`config.mk`:
```
export PLATFORM = sky130hd
export DESIGN_NAME = lps_ctrl
export DESIGN_NICKNAME = d
export VERILOG_FILES = /design/src/sv/lps_pkg.sv /design/src/sv/lps_ctrl.sv
export SDC_FILE = /design/constraint.sdc
export NUM_CORES = 1
export LEC_CHECK = 0
export ABC_CLOCK_PERIOD_IN_PS = 1640
export BUFFER_PORTS_ARGS = -buffer_cell sky130_fd_sc_hd__buf_2
export CORE_AREA = 2 2 39 41
export DETAILED_ROUTE_END_ITERATION = 8
export DIE_AREA = 0 0 41 43
export MAX_ROUTING_LAYER = met4
export PLACE_DENSITY = 0.48
export SYNTH_ARGS = -nofsm -noshare
export SYNTH_HDL_FRONTEND = slang
export SYNTH_SLANG_ARGS = --single-unit
```
`constraint.sdc`:
```
create_clock -name clk_i -period 1.64 [get_ports clk_i]
set_input_delay 0.164 -clock clk_i [delete_from_list [all_inputs] [get_ports clk_i]]
set_output_delay 0.164 -clock clk_i [all_outputs]
set_load 0.01 [all_outputs]
```
`src/sv/lps_pkg.sv`:
```
package lps_pkg;

  // Sizes of the sieve stores.
  localparam int unsigned MAX_NUMBER  = 65536;
  localparam int unsigned PRIME_DEPTH = 8192;

  // Fixed field widths.
  localparam int unsigned NUM_W = 16;
  localparam int unsigned IDX_W = 13;
  localparam int unsigned TOT_W = 14;

  // Derived store widths.
  localparam int unsigned MAP_AW = $clog2(MAX_NUMBER);
  localparam int unsigned PL_AW  = $clog2(PRIME_DEPTH);
  localparam int unsigned CNT_W  = $clog2(PRIME_DEPTH + 1);

  localparam logic [NUM_W-1:0] LIMIT_RESET = 16'hFFFF;
  localparam logic [NUM_W:0]   FIRST_CAND  = 17'd2;

  // Commands from the controller to the datapath.
  typedef struct packed {
    logic clear;
    logic load;
    logic check;
    logic fetch;
    logic mul;
    logic mark;
    logic step;
    logic finish;
  } lps_cmd_t;

  // Status from the datapath to the controller.
  typedef struct packed {
    logic clear_last;
    logic seq_err;
    logic walk_end;
    logic prod_over;
    logic rem_done;
    logic rem_zero;
    logic out_free;
  } lps_status_t;

endpackage

```
`src/sv/lps_ctrl.sv`:
```
module lps_ctrl import lps_pkg::*; (
  input  logic        clk_i,
  input  logic        rst_ni,
  input  logic        in_valid_i,
  output logic        in_ready_o,
  input  lps_status_t status_i,
  output lps_cmd_t    cmd_o
);

  typedef enum logic [2:0] {
    ST_CLEAR,
    ST_IDLE,
    ST_CHECK,
    ST_FETCH,
    ST_MUL,
    ST_MARK,
    ST_DIV,
    ST_FINISH
  } state_e;

  state_e state_q, state_d;

  always_comb begin
    state_d = state_q;
    cmd_o   = '0;
    unique case (state_q)
      ST_CLEAR: begin
        cmd_o.clear = 1'b1;
        if (status_i.clear_last) begin
          state_d = ST_IDLE;
        end
      end
      ST_IDLE: begin
        cmd_o.load = in_valid_i;
        if (in_valid_i) begin
          state_d = ST_CHECK;
        end
      end
      ST_CHECK: begin
        cmd_o.check = 1'b1;
        state_d     = status_i.seq_err ? ST_FINISH : ST_FETCH;
      end
      ST_FETCH: begin
        cmd_o.fetch = !status_i.walk_end;
        state_d     = status_i.walk_end ? ST_FINISH : ST_MUL;
      end
      ST_MUL: begin
        cmd_o.mul = 1'b1;
        state_d   = ST_MARK;
      end
      ST_MARK: begin
        cmd_o.mark = !status_i.prod_over;
        state_d    = status_i.prod_over ? ST_FINISH : ST_DIV;
      end
      ST_DIV: begin
        // The walk ends at the first stored prime that divides the candidate.
        if (status_i.rem_done) begin
          if (status_i.rem_zero) begin
            state_d = ST_FINISH;
          end else begin
            cmd_o.step = 1'b1;
            state_d    = ST_FETCH;
          end
        end
      end
      ST_FINISH: begin
        cmd_o.finish = status_i.out_free;
        if (status_i.out_free) begin
          state_d = ST_IDLE;
        end
      end
      default: begin
        state_d = ST_IDLE;
      end
    endcase
  end

  always_ff @(posedge clk_i or negedge rst_ni) begin
    if (!rst_ni) begin
      state_q <= ST_CLEAR;
    end else begin
      state_q <= state_d;
    end
  end

  assign in_ready_o = (state_q == ST_IDLE);

endmodule
```
# Word-level counts from Yosys, hierarchy flattened
# Index checks and enable logic that the tools add are counted.
# W data, S select, Z words.
# totals
reg_bits	3
elab_cells	35
# classes
n_eq_ne	11
n_mux	19
reduce_logical	4
# op_table
cell	n
$pmux W3 S8	1
$mux W3	6
$eq A3 B3 Y1 const B	4
$mux W1	11
$ne A2 B2 Y1 const B	4
$eq A3 B2 Y1 const B	2
$reduce_and A4 Y1	1
$eq A3 B1 Y1 const B	1
$logic_not A3 Y1	1
$logic_not A1 Y1	2
$mux W2	1

# Depth between registers and ports, before layout
# Gate-level depths: netlist of the first run.
# logic_depth
depth_word	3
ltp_mapped	5
ltp_nobuf	4

# Worst setup path after synthesis of the first run
# OpenSTA, ideal clock, no wires.
# synth_timing
kind	register to output
start	register state_q[0]
end	output cmd_o[6] (netlist bit)
arrival_ps	1225
required_time_ps	1476
setup_slack_ps	251
stages_incl_launch_ff	4
cell_sequence	dfrtp_1 -> clkbuf_1 -> nor3b_1 -> and2_1
# synth_rtl
item	line	rtl
from (decl)	lps_ctrl.sv:21	state_e state_q, state_d;
from (signal assigned)	lps_ctrl.sv:82	state_q <= state_d;
to (decl)	lps_ctrl.sv:7	output lps_cmd_t cmd_o

==> metrics.json, run 1 <==
{
  "run_status": "completed",
  "ioPinCount": 19,
  "crit_path_end_kind": "output pin",
  "grt_max_degree": 14,
  "cts_htree_levels": 1,
  "synthArstFlopShare_pct": 100,
  "cap_violations": 0,
  "port_buffers": 18,
  "cts_max_path_buffers": 2,
  "finalSetupViolCount": 0,
  "detailed_place.area_um2": 400,
  "slew-limit-headroom_pct": 82.9,
  "initial_standard_cell_utilization_of_the_core_pct": 20.3,
  "crit_path_end": "cmd_o[2]",
  "global_route.usage.total_pct": 11.4,
  "cts-root-buf": "clkbuf_4",
  "synth.lib_cells_used.distinct": 21,
  "detail-route-antenna-nets": 0,
  "finalSetupTns_ps": 0,
  "postSynthRegisterBits": 3,
  "die_h_um": 43,
  "ys_seq_area_share_pct": 26.7,
  "worst-path-max-fanout": 8,
  "drt-initial-drc-count": 7,
  "cp.required_ps": 1480,
  "maxSlewViolCount": 0,
  "routed_via_density": 4.68,
  "detail_route.wirelength_um": 797,
  "die_w_um": 41,
  "synth_common_cells": "nand2_1 (5), nor3_1 (5), o21ai_0 (5)",
  "worst_r2r_endpoint": "state_q[2]",
  "syn-num-nets": 49,
  "ir_drop_uv": 564,
  "grt_antenna_before_repair": 0,
  "clock_latency_ps": 240,
  "worst-r2r-setup-slack_ps": 180,
  "cts-buffers-inserted": 3,
  "finClkSkew_ps": 6.74,
  "row_count": 14,
  "crit_arrival_ps": 1330,
  "fp.dieArea_um2": 1760,
  "slew_of_the_pin_with_the_lowest_slew_margin_ps": 255,
  "syn-instance-count": 39,
  "synth_top_flop_cell": "dfrtp_1",
  "share_of_final_layout_standard_cells_stronger_than_drive_strength_1_pct": 41.9,
  "route.detailed.drc": 0,
  "fin_crit_sh_pct": 91.4,
  "grt_setup_unrepaired": "no",
  "final_cell_area_um2": 438,
  "synth-edff-count": 0,
  "crit_start": "state_q[2]",
  "design.core.area_um2": 1380,
  "largest_reg_flops": 3,
  "rr_startpoint": "state_q[1]",
  "post-route-min-period_ps": 1500,
  "setup.worst_path.class": "flip-flop to output pin",
  "synth-warning-count": 0,
  "p_leak_nw": 0.229,
  "tritoncts_num_sinks": 3,
  "ys_top_cells_by_area": "dfrtp_1 (27%), nor3_1 (8.9%), o21ai_0 (8.9%)",
  "biggestRegsByFlops": "state_q: 3 flops",
  "clk_pin_slew_ps": 40,
  "final_hold_violation_count": 0,
  "fin_nets": 73,
  "synthToLayoutAreaGrowth_pct": 55.6,
  "grt_first_pass_wirelength_mm": 1.26,
  "cts_tree": "built",
  "detailedRoute.firstPassIterationCount": 4,
  "cell_taking_the_most_area_after_synthesis": "dfrtp_1",
  "overflow": 0,
  "registers.top_by_ff_count": "state_q",
  "min_delay_worst_type": "input pin to async pin",
  "nFillCells": 169,
  "first_global_vias": 301,
  "synthesis.area_um2": 282,
  "design_power_total_mw": 0.768,
  "gpl.final_weighted_congestion": 0.738,
  "post-synth-top-area-fraction_pct": 26.7,
  "num_antenna_cells": 0,
  "post_drt_wl_per_cell_um": 10.2,
  "power.density_nw_per_um2": 1750,
  "crit_path_start_kind": "flip-flop",
  "clock.fmax_ghz": 0.667,
  "vias": 365,
  "syn_area_per_cell_um2": 7.22,
  "reg2regPathDepth": 4
}
## cells in the final DEF, fill, tap and decap left out
cell | netlist | final
nand2b_1 | 1 | 1
or4_1 | 1 | 1
and2_1 | 1 | 1
clkbuf_4 | 0 | 3
o21ai_0 | 5 | 5
clkbuf_1 | 1 | 1
a21o_1 | 1 | 1
buf_4 | 0 | 3
a31oi_1 | 1 | 1
nor2_1 | 2 | 2
dlygate4sd3_1 | 0 | 1
buf_2 | 2 | 18
dfrtp_2 | 0 | 1
nor4b_1 | 1 | 1
nand2_1 | 5 | 5
inv_1 | 2 | 2
mux2i_1 | 2 | 2
nor2b_1 | 1 | 1
o31ai_1 | 1 | 1
nor3_1 | 5 | 5
and3b_1 | 1 | 1
a21boi_0 | 1 | 1
nor3b_1 | 1 | 1
or2b_2 | 1 | 1
dfrtp_1 | 3 | 2
## how the worst min path moves through the flow
stage / start / end / slack (ps) / cells after the start
2_1_floorplan: rst_ni / state_q[0] / -130 / 0
3_3_place_gp: rst_ni / state_q[0] / -30 / 1
3_5_place_dp: rst_ni / state_q[0] / -40 / 1
4_1_cts: rst_ni / state_q[2] / 250 / 2
5_1_grt: rst_ni / state_q[2] / 260 / 2
6_report: rst_ni / state_q[2] / 260 / 2
## critical path: stages (launching register included)
cell	delay [ps]
dfrtp_2	400
buf_4	160
inv_1	90
nor4b_1	270
buf_2	180
## layout make-up
| type | count | area (µm²) | area share (%) |
|---|---|---|---|
| Clock buffer | 4 | 26.3 | 6.00 |
| Inverter | 2 | 7.51 | 1.71 |
| Multi-Input combinational cell | 31 | 185 | 42.3 |
| Sequential cell | 3 | 76.3 | 17.4 |
| Tap cell | 16 | 20.0 | 4.57 |
| Timing Repair Buffer | 22 | 123 | 28.0 |
## timing repair
action | 4_1_cts | 5_1_grt
hold endpoints to repair | 3 | 0
resized for setup | 0 | 1
setup endpoints to repair | 0 | 1
hold buffers | 1 | 0
setup buffers | 0 | 0
## metrics by stage
step	setup slack (ps)	cells	hold slack, ps	utilization, %
floorplan	251	39	-132	-
global placement	206	73	-34.5	28.9
detailed placement	195	73	-35.2	28.9
CTS	87.0	78	253	31.6
global route	19.6	78	264	31.6
finish	141	78	258	31.6
## power breakdown
part           internal, mW  switching, mW  total, mW
Sequential            0.117         0.0410      0.158
Combinational         0.221          0.257      0.478
Clock                0.0913         0.0401      0.131
Total                 0.429          0.339      0.768
## cells by family after synthesis
kind of cell           count (synthesis)  share of synthesized area, %
flip-flops                             3                          26.7
AND/OR/NAND/NOR                       20                          39.6
buffers and inverters                  5                          7.56
AO/OA/AOI/OAI                          9                          19.1
multiplexers                           2                          7.11
## per-layer routing
layer / vias to the layer above / global-route usage, % / wire length [µm]
met1: 160 / 13.2 / 377
met4: 0 / 8.00 / 14
li1: 184 / - / -
met2: 19 / 14.4 / 319
met5: - / - / 0
met3: 2 / 6.28 / 85
(Power assumes the default switching activity.)
==> run 2: changes to the inputs <==
- ABC_CLOCK_PERIOD_IN_PS: 1640 -> 1400
- clock period: 1.64 -> 1.4 ns (I/O delays scaled with it)
==> run 2 against run 1 <==
The run now ends with setup timing left. Non-clock buffer count increased by 5. Sequential power increased by 19%. Final area increased by 20%. Clock skew decreased by 3.0 ps. Worst hold slack got worse by 26 ps. Register-to-register slack got worse by 210 ps. Die area unchanged. Cell count increased by 6.4%. First-iteration DRC count decreased by 57%. Critical endpoint is now state_q[2]. Largest power group unchanged.
==> metrics.json, run 2 (synthesized netlist as in run 1, its figures left out) <==
{
  "critical-path-slowest-cell": "or4_4",
  "clk_pin_slew_ps": 40,
  "maxSlewViolCount": 0,
  "critical_path.top_delay_family": "simple AND/OR/NAND/NOR gates",
  "clock_latency_ps": 230,
  "crit_chain": "or4_4 > o31ai_4 > or2b_4 > mux2i_1",
  "gpl.final_weighted_congestion": 0.723,
  "crit_path_end_kind": "flip-flop",
  "mostFrequentLayoutCell": "buf_2",
  "post_drt_wl_per_cell_um": 10.3,
  "nFillCells": 145,
  "registers.top_by_ff_count": "state_q",
  "path_buf_inv": 0,
  "fp.dieArea_um2": 1760,
  "fin_worst_hold_slack_ps": 232,
  "setup.worst_path.class": "flip-flop to flip-flop",
  "finalSetupViolCount": 3,
  "worst-path-max-fanout": 2,
  "ir_drop_uv": 664,
  "cap_violations": 0,
  "grt_first_pass_wirelength_mm": 1.34,
  "slew-limit-headroom_pct": 87.1,
  "ioPinCount": 19,
  "initial_standard_cell_utilization_of_the_core_pct": 20.3,
  "fraction_of_power_spent_switching_nets_pct": 42.0,
  "mostFrequentLayoutCells": "buf_2 (18), nand2_1 (5)",
  "detailedRoute.firstPassIterationCount": 2,
  "grt_setup_unrepaired": "yes",
  "row_count": 14,
  "internal_power_mw": 0.655,
  "violations": "setup timing",
  "p_leak_nw": 0.266,
  "detailed_place.area_um2": 423,
  "detail-route-antenna-nets": 0,
  "cp.required_ps": 1550,
  "final_cell_area_um2": 527,
  "min_delay_worst_type": "input pin to async pin",
  "utilization_after_layout_pct": 38.1,
  "design.core.area_um2": 1380,
  "multi_input_comb_area_um2": 221,
  "pwr-share-seq_pct": 16.7,
  "final_hold_violation_count": 0,
  "fin_crit_sh_pct": 102,
  "crit_arrival_ps": 1580,
  "cts-root-buf": "clkbuf_4",
  "p_switching_mw": 0.474,
  "die_h_um": 43,
  "largest_reg_flops": 3,
  "finClkSkew_ps": 3.72,
  "run_status": "complete, but fails checks",
  "biggestRegsByFlops": "state_q: 3 flops",
  "route.detailed.drc": 0,
  "power.density_nw_per_um2": 2140,
  "tritoncts_num_sinks": 3,
  "synthToLayoutAreaGrowth_pct": 87.1,
  "port_buffers": 18,
  "cts_htree_levels": 1,
  "first_global_vias": 314,
  "fin_nets": 78,
  "cts-buffers-inserted": 3,
  "setup_slack_ps": -29.8,
  "worst_path_largest_cell_delay_ps": 550,
  "num_antenna_cells": 0,
  "cts_tree": "built",
  "regArea_um2": 76.3,
  "rr_startpoint": "state_q[0]",
  "finalSetupTns_ps": -69.6,
  "cts_max_path_buffers": 2,
  "worst_r2r_endpoint": "state_q[2]",
  "grt_max_degree": 14,
  "global_route.usage.total_pct": 11.9,
  "reg2regPathDepth": 4,
  "routed_via_density": 4.53,
  "die_w_um": 41,
  "crit_start": "state_q[0]",
  "vias": 376,
  "drt-initial-drc-count": 3,
  "crit_path_end": "state_q[2]",
  "crit_path_start_kind": "flip-flop",
  "overflow": 0,
  "share_of_final_layout_standard_cells_stronger_than_drive_strength_1_pct": 55.2,
  "grt_antenna_before_repair": 0,
  "pwr-share-comb_pct": 69.8,
  "power_frac_clock_pct": 13.5,
  "worst-r2r-setup-slack_ps": -30,
  "detail_route.wirelength_um": 854,
  "clock.fmax_ghz": 0.699,
  "slew_of_the_pin_with_the_lowest_slew_margin_ps": 193,
  "worst-path-stages": 4,
  "post-route-min-period_ps": 1430
}
## run 2: area by class of cell
cell class / count / share of cell area (%)
multi-input cells: 31 / 42.0
repair buffers: 27 / 33.3
flip-flops and latches: 3 / 14.5
clock buffers: 4 / 4.99
well taps: 16 / 3.80
inverters: 2 / 1.43
## run 2: worst reg2reg max path: cells and delay by family (launching register included)
| family | cells | cell delay (ps) |
|---|---|---|
| simple gates | 2 | 720 |
| mux | 1 | 180 |
| compound gates | 1 | 80 |
| flops | 1 | 370 |
## run 2: routing by layer
layer | vias up | track usage (%) | wire (µm)
li1 | 196 | - | -
met1 | 167 | 13.6 | 373
met2 | 13 | 17.2 | 424
met3 | 0 | 3.14 | 56
met4 | 0 | 8.00 | 0
met5 | - | - | 0
## run 2: timing repair
action / in CTS / in global routing
hold buffers: 1 / 0
pin swaps: 1 / 5
setup buffers: 2 / 0
hold endpoints to repair: 3 / 0
endpoints found under the setup margin: 5 / 9
gates resized for setup: 8 / 6
## run 2: power groups by stage
stage                     registers [mW]  clock network (mW)  logic, mW
final                              0.188               0.152      0.787
after global routing               0.201               0.169      0.875
after floorplan                    0.163                   0      0.398
after CTS                          0.176               0.160      0.750
after detailed placement           0.171                   0      0.640
after global placement             0.172                   0      0.640
## run 2: worst min-delay path by stage
stage / start / to / cells after the start / slack [ps]
finish: rst_ni / state_q[2] / 2 / 230
global route: rst_ni / state_q[1] / 2 / 230
CTS: rst_ni / state_q[2] / 2 / 230
detailed placement: rst_ni / state_q[2] / 1 / -60
global placement: rst_ni / state_q[0] / 1 / -60
floorplan: rst_ni / state_q[0] / 0 / -160
## run 2: per-stage QoR
| stage | power (mW) | cells | setup slack, ps |
|---|---|---|---|
| floorplan | 0.561 | 39 | 20.2 |
| global placement | 0.812 | 76 | -28.8 |
| detailed placement | 0.811 | 76 | -54.9 |
| CTS | 1.08 | 83 | -33.0 |
| global route | 1.24 | 83 | -112 |
| finish | 1.13 | 83 | -29.8 |
